$ cat src/hw/rtl/cpualu_pkg.sv
// ----------------------------------------------------------------------------
// cpualu_pkg
// Shared types and constants of the 8-bit cpu alu with flags: opcodes,
// flag bit positions, decimal adjust constants, operation and result records.
// ----------------------------------------------------------------------------
package cpualu_pkg;

   typedef enum logic [4:0] {
      FN_ADD   = 5'd0,
      FN_ADC   = 5'd1,
      FN_SUB   = 5'd2,
      FN_SBC   = 5'd3,
      FN_CP    = 5'd4,
      FN_AND   = 5'd5,
      FN_XOR   = 5'd6,
      FN_OR    = 5'd7,
      FN_INC   = 5'd8,
      FN_DEC   = 5'd9,
      FN_ADD16 = 5'd10,
      FN_ADDSP = 5'd11,
      FN_BIT   = 5'd12,
      FN_RL    = 5'd13,
      FN_RLC   = 5'd14,
      FN_RR    = 5'd15,
      FN_RRC   = 5'd16,
      FN_SLA   = 5'd17,
      FN_SRA   = 5'd18,
      FN_SRL   = 5'd19,
      FN_SWAP  = 5'd20,
      FN_DAA   = 5'd21
   } func_type;

   localparam int FLAG_Z = 3;
   localparam int FLAG_N = 2;
   localparam int FLAG_H = 1;
   localparam int FLAG_C = 0;

   localparam logic [7:0] DAA_LIMIT  = 8'h99;
   localparam logic [7:0] DAA_ADJ_HI = 8'h60;
   localparam logic [7:0] DAA_ADJ_LO = 8'h06;
   localparam logic [3:0] BCD_MAX    = 4'h9;

   typedef struct packed {
      logic [4:0]  func;
      logic [15:0] left;
      logic [15:0] right;
      logic [2:0]  bit_index;
      logic [3:0]  flags_in;
   } op_type;

   typedef struct packed {
      logic        write_back;
      logic [3:0]  flags_out;
      logic [15:0] result;
   } res_type;

endpackage

$ cat src/hw/rtl/cpualu_core.sv
// ----------------------------------------------------------------------------
// cpualu_core
// Operation decode and datapath: computes the result, the new flags and the
// write-back strobe of one operation.
// ----------------------------------------------------------------------------
module cpualu_core (
   input  cpualu_pkg::op_type  op,
   output cpualu_pkg::res_type res
);

   logic [7:0]  a;
   logic [7:0]  b;
   logic        cin;
   logic        c_add;
   logic        c_sub;
   logic [8:0]  add9;
   logic [4:0]  add_nib;
   logic [8:0]  sub9;
   logic [4:0]  sub_nib;
   logic [16:0] add17;
   logic [12:0] add13;
   logic [15:0] sp_sum;
   logic [4:0]  sp_nib;
   logic [8:0]  sp_byte;
   logic [7:0]  daa_adj;
   logic        daa_c;
   logic [7:0]  daa_val;

   assign a     = op.left[7:0];
   assign b     = op.right[7:0];
   assign cin   = op.flags_in[cpualu_pkg::FLAG_C];
   assign c_add = (cpualu_pkg::func_type'(op.func) == cpualu_pkg::FN_ADC) ? cin : 1'b0;
   assign c_sub = (cpualu_pkg::func_type'(op.func) == cpualu_pkg::FN_SBC) ? cin : 1'b0;

   assign add9    = {1'b0, a} + {1'b0, b} + {8'd0, c_add};
   assign add_nib = {1'b0, a[3:0]} + {1'b0, b[3:0]} + {4'd0, c_add};
   assign sub9    = {1'b0, a} - {1'b0, b} - {8'd0, c_sub};
   assign sub_nib = {1'b0, a[3:0]} - {1'b0, b[3:0]} - {4'd0, c_sub};
   assign add17   = {1'b0, op.left} + {1'b0, op.right};
   assign add13   = {1'b0, op.left[11:0]} + {1'b0, op.right[11:0]};
   assign sp_sum  = op.left + {{8{b[7]}}, b};
   assign sp_nib  = {1'b0, op.left[3:0]} + {1'b0, b[3:0]};
   assign sp_byte = {1'b0, op.left[7:0]} + {1'b0, b};

   // decimal adjust
   always_comb begin
      daa_adj = 8'd0;
      daa_c   = cin;
      if (op.flags_in[cpualu_pkg::FLAG_N]) begin
         if (op.flags_in[cpualu_pkg::FLAG_H]) daa_adj = daa_adj | cpualu_pkg::DAA_ADJ_LO;
         if (cin) daa_adj = daa_adj | cpualu_pkg::DAA_ADJ_HI;
         daa_val = a - daa_adj;
      end else begin
         if (op.flags_in[cpualu_pkg::FLAG_H] || (a[3:0] > cpualu_pkg::BCD_MAX)) begin
            daa_adj = daa_adj | cpualu_pkg::DAA_ADJ_LO;
         end
         if (cin || (a > cpualu_pkg::DAA_LIMIT)) begin
            daa_adj = daa_adj | cpualu_pkg::DAA_ADJ_HI;
            daa_c   = 1'b1;
         end
         daa_val = a + daa_adj;
      end
   end

   always_comb begin
      logic [7:0] r8;
      logic [3:0] f;
      logic       use_z;
      r8    = 8'd0;
      f     = op.flags_in;
      use_z = 1'b1;
      res.result     = 16'd0;
      res.write_back = 1'b1;
      case (cpualu_pkg::func_type'(op.func))
         cpualu_pkg::FN_ADD, cpualu_pkg::FN_ADC: begin
            r8 = add9[7:0];
            f[cpualu_pkg::FLAG_N] = 1'b0;
            f[cpualu_pkg::FLAG_H] = add_nib[4];
            f[cpualu_pkg::FLAG_C] = add9[8];
         end
         cpualu_pkg::FN_SUB, cpualu_pkg::FN_SBC, cpualu_pkg::FN_CP: begin
            r8 = sub9[7:0];
            f[cpualu_pkg::FLAG_N] = 1'b1;
            f[cpualu_pkg::FLAG_H] = sub_nib[4];
            f[cpualu_pkg::FLAG_C] = sub9[8];
         end
         cpualu_pkg::FN_AND: begin
            r8 = a & b;
            f[cpualu_pkg::FLAG_N] = 1'b0;
            f[cpualu_pkg::FLAG_H] = 1'b1;
            f[cpualu_pkg::FLAG_C] = 1'b0;
         end
         cpualu_pkg::FN_XOR, cpualu_pkg::FN_OR: begin
            r8 = (cpualu_pkg::func_type'(op.func) == cpualu_pkg::FN_XOR) ? (a ^ b) : (a | b);
            f[cpualu_pkg::FLAG_N] = 1'b0;
            f[cpualu_pkg::FLAG_H] = 1'b0;
            f[cpualu_pkg::FLAG_C] = 1'b0;
         end
         cpualu_pkg::FN_INC: begin
            r8 = b + 8'd1;
            f[cpualu_pkg::FLAG_N] = 1'b0;
            f[cpualu_pkg::FLAG_H] = (b[3:0] == 4'hF);
         end
         cpualu_pkg::FN_DEC: begin
            r8 = b - 8'd1;
            f[cpualu_pkg::FLAG_N] = 1'b1;
            f[cpualu_pkg::FLAG_H] = (b[3:0] == 4'h0);
         end
         cpualu_pkg::FN_ADD16: begin
            use_z = 1'b0;
            f[cpualu_pkg::FLAG_N] = 1'b0;
            f[cpualu_pkg::FLAG_H] = add13[12];
            f[cpualu_pkg::FLAG_C] = add17[16];
         end
         cpualu_pkg::FN_ADDSP: begin
            use_z = 1'b0;
            f[cpualu_pkg::FLAG_Z] = 1'b0;
            f[cpualu_pkg::FLAG_N] = 1'b0;
            f[cpualu_pkg::FLAG_H] = sp_nib[4];
            f[cpualu_pkg::FLAG_C] = sp_byte[8];
         end
         cpualu_pkg::FN_BIT: begin
            use_z = 1'b0;
            f[cpualu_pkg::FLAG_Z] = ~b[op.bit_index];
            f[cpualu_pkg::FLAG_N] = 1'b0;
            f[cpualu_pkg::FLAG_H] = 1'b1;
         end
         cpualu_pkg::FN_RL, cpualu_pkg::FN_RLC, cpualu_pkg::FN_SLA: begin
            case (cpualu_pkg::func_type'(op.func))
               cpualu_pkg::FN_RL:  r8 = {b[6:0], cin};
               cpualu_pkg::FN_RLC: r8 = {b[6:0], b[7]};
               default:            r8 = {b[6:0], 1'b0};
            endcase
            f[cpualu_pkg::FLAG_N] = 1'b0;
            f[cpualu_pkg::FLAG_H] = 1'b0;
            f[cpualu_pkg::FLAG_C] = b[7];
         end
         cpualu_pkg::FN_RR, cpualu_pkg::FN_RRC, cpualu_pkg::FN_SRA,
         cpualu_pkg::FN_SRL: begin
            case (cpualu_pkg::func_type'(op.func))
               cpualu_pkg::FN_RR:  r8 = {cin, b[7:1]};
               cpualu_pkg::FN_RRC: r8 = {b[0], b[7:1]};
               cpualu_pkg::FN_SRA: r8 = {b[7], b[7:1]};
               default:            r8 = {1'b0, b[7:1]};
            endcase
            f[cpualu_pkg::FLAG_N] = 1'b0;
            f[cpualu_pkg::FLAG_H] = 1'b0;
            f[cpualu_pkg::FLAG_C] = b[0];
         end
         cpualu_pkg::FN_SWAP: begin
            r8 = {b[3:0], b[7:4]};
            f[cpualu_pkg::FLAG_N] = 1'b0;
            f[cpualu_pkg::FLAG_H] = 1'b0;
            f[cpualu_pkg::FLAG_C] = 1'b0;
         end
         cpualu_pkg::FN_DAA: begin
            r8 = daa_val;
            f[cpualu_pkg::FLAG_H] = 1'b0;
            f[cpualu_pkg::FLAG_C] = daa_c;
         end
         default: begin
            use_z = 1'b0;
            res.write_back = 1'b0;
         end
      endcase
      if (use_z) f[cpualu_pkg::FLAG_Z] = (r8 == 8'd0);
      case (cpualu_pkg::func_type'(op.func))
         cpualu_pkg::FN_ADD16: res.result = add17[15:0];
         cpualu_pkg::FN_ADDSP: res.result = sp_sum;
         cpualu_pkg::FN_CP, cpualu_pkg::FN_BIT: begin
            res.result     = 16'd0;
            res.write_back = 1'b0;
         end
         default: res.result = {8'd0, r8};
      endcase
      res.flags_out = f;
   end

endmodule

$ cat src/hw/rtl/cpu_alu_with_flags.sv
// path: a request beat passes the operand and result registers to its response
// throughput: one beat per cycle, set by the input and result registers
// around the single-pass datapath; back-pressure stalls both stages
// reset: synchronous, clears both stage valid bits; no other state
// ----------------------------------------------------------------------------
// cpu_alu_with_flags
// 8-bit cpu alu with z/n/h/c flags, 16-bit hl add and sp plus signed byte.
// Registered request stage, combinational datapath, registered response.
// ----------------------------------------------------------------------------
module cpu_alu_with_flags (
   input  logic        clock,
   input  logic        reset,
   input  logic        req_tvalid,
   output logic        req_tready,
   input  logic [39:0] req_tdata,   // left, right, bit_index, flags_in, zero pad
   input  logic [4:0]  req_tuser,   // func
   output logic        rsp_tvalid,
   input  logic        rsp_tready,
   output logic [23:0] rsp_tdata    // result, flags_out, write_back, zero pad
);

   cpualu_pkg::op_type  op_ff;
   cpualu_pkg::op_type  op_in;
   logic                op_valid_ff;
   logic                op_valid_in;
   cpualu_pkg::res_type res_ff;
   cpualu_pkg::res_type res_in;
   logic                res_valid_ff;
   logic                res_valid_in;
   logic                advance;
   logic                req_accept;

   assign advance    = ~res_valid_ff | rsp_tready;
   assign req_tready = ~op_valid_ff | advance;
   assign req_accept = req_tvalid & req_tready;

   always_comb begin
      op_in.func      = req_tuser;
      op_in.left      = req_tdata[15:0];
      op_in.right     = req_tdata[31:16];
      op_in.bit_index = req_tdata[34:32];
      op_in.flags_in  = req_tdata[38:35];
      op_valid_in  = req_accept | (op_valid_ff & ~advance);
      res_valid_in = advance ? op_valid_ff : res_valid_ff;
   end

   cpualu_core u_core (
      .op  (op_ff),
      .res (res_in)
   );

   always_ff @(posedge clock) begin
      if (reset) begin
         op_valid_ff  <= 1'b0;
         res_valid_ff <= 1'b0;
      end else begin
         op_valid_ff  <= op_valid_in;
         res_valid_ff <= res_valid_in;
      end
   end

   always_ff @(posedge clock) begin
      if (req_accept) begin
         op_ff <= op_in;
      end
      if (advance && op_valid_ff) begin
         res_ff <= res_in;
      end
   end

   assign rsp_tvalid = res_valid_ff;
   assign rsp_tdata  = {3'd0, res_ff};

   a_reset_clears: assert property (@(posedge clock)
      reset |=> !op_valid_ff && !res_valid_ff)
      else $error("valid bits set after reset");

   a_no_overrun: assert property (@(posedge clock) disable iff (reset)
      (op_valid_ff && !advance) |-> !req_tready)
      else $error("request taken while operand stage is stalled");

   a_accept_lands: assert property (@(posedge clock) disable iff (reset)
      req_accept |=> op_valid_ff)
      else $error("accepted beat not held in operand stage");

   a_move_lands: assert property (@(posedge clock) disable iff (reset)
      (op_valid_ff && advance) |=> res_valid_ff)
      else $error("operand stage moved but no response valid");

   a_cp_bit_no_wb: assert property (@(posedge clock) disable iff (reset)
      (op_valid_ff && advance && (op_ff.func == cpualu_pkg::FN_CP
         || op_ff.func == cpualu_pkg::FN_BIT))
      |=> !res_ff.write_back && (res_ff.result == 16'd0))
      else $error("compare or bit test wrote a result");

endmodule

$ cat config.mk
export PLATFORM = sky130hd
export DESIGN_NAME = cpu_alu_with_flags
export DESIGN_NICKNAME = d
export VERILOG_FILES = /design/src/hw/rtl/cpualu_pkg.sv /design/src/hw/rtl/cpualu_core.sv /design/src/hw/rtl/cpu_alu_with_flags.sv
export SDC_FILE = /design/constraint.sdc
export NUM_CORES = 1
export LEC_CHECK = 0
export BUFFER_PORTS_ARGS = -buffer_cell sky130_fd_sc_hd__buf_4
export CORE_ASPECT_RATIO = 1.2
export CORE_MARGIN = 2
export CORE_UTILIZATION = 64
export DETAILED_ROUTE_END_ITERATION = 12
export GPL_ROUTABILITY_DRIVEN = 0
export PLACE_DENSITY_LB_ADDON = 0.12
export SETUP_SLACK_MARGIN = 0.4
export SLEW_MARGIN = 10
export SYNTH_ARGS = -nofsm -noshare
export SYNTH_HDL_FRONTEND = slang
export SYNTH_HIERARCHICAL = 1
export SYNTH_SLANG_ARGS = --single-unit
$ cat constraint.sdc
create_clock -name clock -period 7.95 [get_ports clock]
set_input_delay 0.3975 -clock clock [delete_from_list [all_inputs] [get_ports clock]]
set_output_delay 0.3975 -clock clock [all_outputs]
set_load 0.005 [all_outputs]
==> metrics.md, run 1 <==
| Metric | Value |
|---|---|
| Chip width | `between 90 and 100 µm` |
| Yosys Warn Count | `6` |
| Post-Place Setup Slack | `approximately 4 ns` |
| Seq pwr share | `between 40% and 50%` |
| First-pass detailed-route iteration total | `6` |
| Vias in the first global route | `4925` |
| Root Buffer | `clkbuf_8` |
| Mapped cell area | `about 5700 µm²` |
| Final setup viols | `0` |
| Minimum clock period | `4.04 ns` |
| Simple-gate share of the synthesized area | `16.3%` |
| Clock-pin slew on the worst setup and hold paths | `about 0.080 ns` |
| Fillcell total | `between 600 and 700` |
| Clk Latency, worst-skew pair | `0.36 ns` |
| Gr usage total | `30.7%` |
| R2r setup slk | `3.91 ns` |
| Htree depth | `3` |
| Share of cells above drive strength 1 | `a little under a fifth` |
| Max-cap violations | `0` |
| DP HPWL | `around 11000 µm` |
| Slew @ Worst Pin | `0.901 ns` |
| Max clock buf depth | `2` |
| GR Util met2 | `47.5%` |
| Fin area | `roughly 6500 µm²` |
| Crit path launch type | `flop` |
| Status | `finished clean` |
| Syn avg cell area | `~9.9 µm²` |
| Peak supply drop | `between 0.1 and 0.15 mV` |
| Die ar. | `roughly 10000 µm²` |
| NetSw | `between 300 and 400 µW` |
| Post-CTS sizing | `0` |
| Worst rel slew slack | `between 30 and 40%` |
| Met3 Use GR | `approximately 4.8%` |
| TritonCTS clock tree | `done` |
| First-pass GRT wire length | `approximately 23000 µm` |
| Busiest grt layer | `met2` |
| GRT met1 Usage | `40.2%` |
| Hold Vio Cnt, Final | `0` |
| WL per Instance | `18.8 µm` |
| Worst setup path class | `reg -> reg` |
| Largest net degree at the start of global routing | `45` |
| Overflow left after global routing | `0` |
| CTS Sinks | `67` |
| Crit end category | `flop` |
| Dpl cell area | `~6300 µm²` |
| Total Nets Final | `between 700 and 800` |
| Synth async-reset ratio | `0%` |
| HP Class | `in -> reg` |
| Sw frac | `33.1%` |
| Initial Utilization | `between 60% and 70%` |
| Number of hold buffers added after CTS | `0` |
| Pins Over Slew Limit | `0` |
| Non-Filler Instances | `771` |
| DP Cell Count | `755` |
| Distinct cells, synth | `80` |
| Buffers added on ports | `70` |
| FF+latch area | `between 1500 and 2000 µm²` |
| Largest family of logic cells by synthesized area | `compound AO/OA/AOI/OAI gates` |
| RSZ-0062 raised after global routing | `no` |
| I/O pin total | `75` |
| Worst endpoint data arrival time | `4.13 ns` |
| Rows | `37` |
| Fmax | `0.248 GHz` |
| Pleak | `approximately 0.0027 µW` |
| Synth Area in Adders | `approximately 15%` |
| # Post-CTS Setup Buffers | `0` |
| Number of synthesized flops with an enable pin | `between 60 and 70` |
| Clk pwr share | `27.1%` |
| Num CTS Buffers | `9` |
| Internal Power | `between 700 and 800 µW` |
| DRC | `0` |
| Die Y | `about 110 µm` |
| PD cells | `around 160 nW/µm²` |
| Final worst slack | `about 3.9 ns` |
| Most frequent cells in the layout | `buf_4 (72), edfxtp_1 (65), ha_1 (62)` |
| Hold slack | `~0.19 ns` |
| Compound-Gate Fraction of Synth Area | `around a fifth` |
| XOR/XNOR share of the synthesized area | `roughly 8%` |
| Combined area of the multi-input logic cells | `about 3500 µm²` |
| Synth Register Bits | `67` |
| Most common cell after layout, fill and taps aside | `buf_4` |
| Area growth syn-to-layout | `13.5%` |
| Routed wire length | `14500 µm` |
| 1st-iter DRT viols | `a little over 700` |
| ANT cells | `0` |
| Worst clock skew | `0.0122 ns` |
| Via count | `a little over 5000` |
| Final setup TNS | `0 ns` |
| Final period util | `50.8%` |
| Post-synthesis mux area share | `between 2 and 2.5%` |
| Core Region | `between 8000 and 9000 µm²` |
| Synth Flop Type | `edfxtp_1` |
| Sequential element share of the synthesized area | `between 30% and 40%` |
| Combinational cell fraction of total power | `between 30% and 40%` |
| Via/cell ratio | `around 6.6` |
| WP data required | `around 8.0 ns` |
| CP max FO | `24` |
| Synth Instances | `between 500 and 600` |
| Initial antenna violation count | `0` |
| ANT nets after route | `0` |
[power by group through the flow]
stage          combinational [µW]  sequential [µW]  clock, µW
6_report                      325              442        285
5_1_grt                       351              445        303
4_1_cts                       315              441        289
3_5_place_dp                  312              449          0
3_3_place_gp                  304              447          0
2_1_floorplan                 235              436          0
[final timing paths]
check,start,end,depth (start not counted)
worst min-delay path,reset,op_valid_ff,2
worst max register to register,op_ff[42],rsp_tdata[17],11
worst min register to register,op_valid_ff,rsp_tvalid,2
worst max-delay path,op_ff[42],rsp_tdata[17],11
[state kept, by name (all words and copies together), names as in the netlist]
name / flops
op_ff: 44
op_valid_ff: 1
rsp_tdata: 21
rsp_tvalid: 1
[layer usage]
metal  wire length, µm  share of wire, %  vias up
met4               775               5.3        0
met3              1420               9.8       75
met2              6540                45      329
met1              5770                40     2332
li1                  -                 -     2323
met5                 0                 0        -
[cell families (layout without fill, tap and decap cells)]
kind of cell,after synthesis,count (layout)
simple gates,175,175
compound gates,164,164
flops,67,67
fa+ha+maj,66,66
xor+xnor,52,52
buf+inv,49,118
mux,9,9
other cells,1,3
[synthesized netlist by cell type (9+ instances only)]
master | number | area [µm²]
a211oi_1 | 10 | 75.1
a21oi_1 | 40 | 200
a31oi_1 | 9 | 56.3
edfxtp_1 | 65 | 1950
ha_1 | 62 | 776
inv_1 | 30 | 113
nand2_1 | 37 | 139
nand2b_1 | 9 | 56.3
nand3_1 | 13 | 65.1
nor2_1 | 45 | 169
nor3_1 | 18 | 90.1
o21ai_0 | 23 | 115
xnor2_1 | 32 | 280
xor2_1 | 20 | 175
[metrics by stage]
step / util [%] / power [µW]
global route: 75.4 / 1100
CTS: 75.4 / 1050
floorplan: - / 671
detailed placement: 73.1 / 761
finish: 75.4 / 1050
global placement: 73.1 / 751
[worst max-delay path, stage by stage, from the launching register on]
cell	delay, ns
edfxtp_1	0.75
nor3b_1	0.42
nand3_1	0.20
fa_1	0.45
fa_1	0.44
o21a_1	0.22
nor2_1	0.19
xnor2_1	0.16
a2111oi_0	0.44
o31ai_1	0.16
a221oi_1	0.25
a21oi_1	0.08
[cell type report]
| type | count | share of cell area [%] |
|---|---|---|
| Clock inverter | 7 | 1.15 |
| Inverter | 30 | 1.73 |
| Tap cell | 117 | 2.24 |
| Multi-Input combinational cell | 469 | 54.2 |
| Timing Repair Buffer | 72 | 8.28 |
| Clock buffer | 9 | 1.90 |
| Sequential cell | 67 | 30.5 |
Note: power is estimated with default switching activity, not from simulation.
==> run 2, diff against run 1 <==
--- a/config.mk
+++ b/config.mk
@@ -8,7 +8,7 @@
 export BUFFER_PORTS_ARGS = -buffer_cell sky130_fd_sc_hd__buf_4
 export CORE_ASPECT_RATIO = 1.2
 export CORE_MARGIN = 2
-export CORE_UTILIZATION = 64
+export CORE_UTILIZATION = 59
 export DETAILED_ROUTE_END_ITERATION = 12
 export GPL_ROUTABILITY_DRIVEN = 0
 export PLACE_DENSITY_LB_ADDON = 0.12
==> constraint.sdc (replaced) <==
create_clock -name clock -period 4.2 [get_ports clock]
set_input_delay 0.21 -clock clock [delete_from_list [all_inputs] [get_ports clock]]
set_output_delay 0.21 -clock clock [all_outputs]
set_load 0.005 [all_outputs]
==> run 2 against run 1 <==
  * First-iteration DRC count down 0.56%
  * Die area up 8.1%
  * Total power up 110%
  * Setup slack worse by 3.3 ns
  * Final area up 2.6%
  * Sequential share of layout area down 0.77 points
  * Clock power rose to 2.6 times the previous value
  * Sequential power up 85%
  * Clock-buffer cell count unchanged
  * Routed wire length up 2.4%
  * Non-clock buffer count up 7
  * Critical path depth up 1
==> metrics.md, run 2 (synthesis gave the netlist of run 1 again) <==
| Metric | Value |
|---|---|
| Fmax | `roughly 0.28 GHz` |
| First-pass GRT wire length | `between 20000 and 25000 µm` |
| Chip width | `between 90 and 100 µm` |
| 1st-iter DRT viols | `712` |
| Worst path cell trace | `o21a_1 > a211o_1 > a21oi_1 > ha_1 > a21o_1 > ha_1 > a21o_1 > a21oi_1 > xnor2_1 > a221o_1 > a211oi_1 > o21ai_0` |
| Crit end category | `flop` |
| Clock-pin slew on the worst setup and hold paths | `0.06 ns` |
| Core Region | `approximately 9500 µm²` |
| Pleak | `0.00276 µW` |
| Total Nets Final | `around 770` |
| ANT nets after route | `0` |
| Post-Place Setup Slack | `~0.65 ns` |
| Final period util | `roughly 86%` |
| Clk Latency, worst-skew pair | `0.33 ns` |
| Worst endpoint data arrival time | `~3.7 ns` |
| Slowest-stage cell, CP | `edfxtp_1` |
| WP data required | `4.27 ns` |
| Overflow left after global routing | `0` |
| Most common cell after layout, fill and taps aside | `buf_4` |
| Most flop-heavy register | `op_ff` |
| Post-CTS sizing | `0` |
| RSZ-0062 raised after global routing | `no` |
| # Post-CTS Setup Buffers | `0` |
| Area growth syn-to-layout | `16.5%` |
| WL per Instance | `roughly 19 µm` |
| CP max FO | `4` |
| Max-cap violations | `0` |
| Routed wire length | `14900 µm` |
| Hold slack | `0.0298 ns` |
| Minimum clock period | `3.61 ns` |
| Final setup TNS | `0 ns` |
| Max clock buf depth | `2` |
| DP HPWL | `roughly 11000 µm` |
| Peak supply drop | `~0.27 mV` |
| Total chip power | `2210 µW` |
| Worst setup path class | `reg -> reg` |
| Most frequent cells in the layout | `buf_4 (79), edfxtp_1 (65), ha_1 (62)` |
| Non-Filler Instances | `784` |
| Num CTS Buffers | `9` |
| Initial antenna violation count | `0` |
| ANT cells | `0` |
| Root Buffer | `clkbuf_16` |
| Worst rel slew slack | `a little over half` |
| Final worst slack | `between 0.5 and 0.6 ns` |
| I/O pin total | `75` |
| Hold Vio Cnt, Final | `0` |
| Share of cells above drive strength 1 | `19.1%` |
| TritonCTS clock tree | `done` |
| CTS Sinks | `between 60 and 70` |
| DRC | `0` |
| Htree depth | `3` |
| Vias in the first global route | `just under 5000` |
| Number of hold buffers added after CTS | `0` |
| PD cells | `around 330 nW/µm²` |
| First-pass detailed-route iteration total | `8` |
| Pins Over Slew Limit | `0` |
| Die Y | `between 100 and 150 µm` |
| Crit path launch type | `flop` |
| Rows | `39` |
| Via/cell ratio | `roughly 6.5` |
| Max reg flops | `between 40 and 50` |
| Largest net degree at the start of global routing | `45` |
| Via count | `5083` |
| Worst clock skew | `0.00731 ns` |
| HP Class | `in -> reg` |
| Initial Utilization | `about three fifths` |
| Gr usage total | `29.3%` |
| Final setup viols | `0` |
| Die ar. | `approximately 11000 µm²` |
| DP Cell Count | `between 700 and 800` |
| Buffers added on ports | `70` |
| Slew @ Worst Pin | `just under 0.7 ns` |
| Status | `finished clean` |
| Worst stage delay on the critical path | `~0.44 ns` |
## run 2: cell count changes in the layout (fill, tap and decap cells not counted), sizes merged
cell / delta
buf: +7
clkinv: +3
clkinvlp: -2
inv: -1
## run 2: path summary, 6_finish.rpt
kind / start / end / slack, ns / cells past startpoint
setup / recovery: op_ff[25] / rsp_tdata[7] / 0.59 / 12
hold / removal: reset / op_valid_ff / 0.03 / 2
setup reg to reg: op_ff[25] / rsp_tdata[7] / 0.59 / 12
hold reg to reg: op_valid_ff / rsp_tvalid / 0.50 / 2
## run 2: per-stage QoR
step | cell area, µm² | utilization [%]
2_1_floorplan | 5760 | -
3_3_place_gp | 6390 | 67.1
3_5_place_dp | 6390 | 67.1
4_1_cts | 6690 | 70.3
5_1_grt | 6690 | 70.3
6_report | 6690 | 70.3
## run 2: power by group
part | switching (µW) | leakage (µW) | internal (µW)
clock | 293 | 0.000146 | 463
combinational | 364 | 0.00197 | 276
sequential | 31.9 | 0.000641 | 785
total | 689 | 0.00276 | 1520
## run 2: layout make-up
cell class / count / area [µm²]
fillers: 745 / 2820
clock inverters: 7 / 77.6
multi-input cells: 469 / 3540
inverters: 30 / 113
repair buffers: 79 / 593
clock buffers: 9 / 225
flip-flops and latches: 67 / 1990
well taps: 123 / 154
## run 2: worst max-delay path, delay by kind of cell (launching register included)
| kind | cells | cell delay, ns |
|---|---|---|
| AO/OA/AOI/OAI | 9 | 2.16 |
| XOR/XNOR | 1 | 0.12 |
| flip-flops | 1 | 0.44 |
| adder cells (fa/ha/maj) | 2 | 0.60 |
## run 2: metal layers
layer	part of all wire [%]	track usage (%)	routed length, µm
met1	40	39.8	5970
met3	10	5.91	1480
met2	45	44.2	6700
met4	4.7	15.5	697
met5	0	0	0
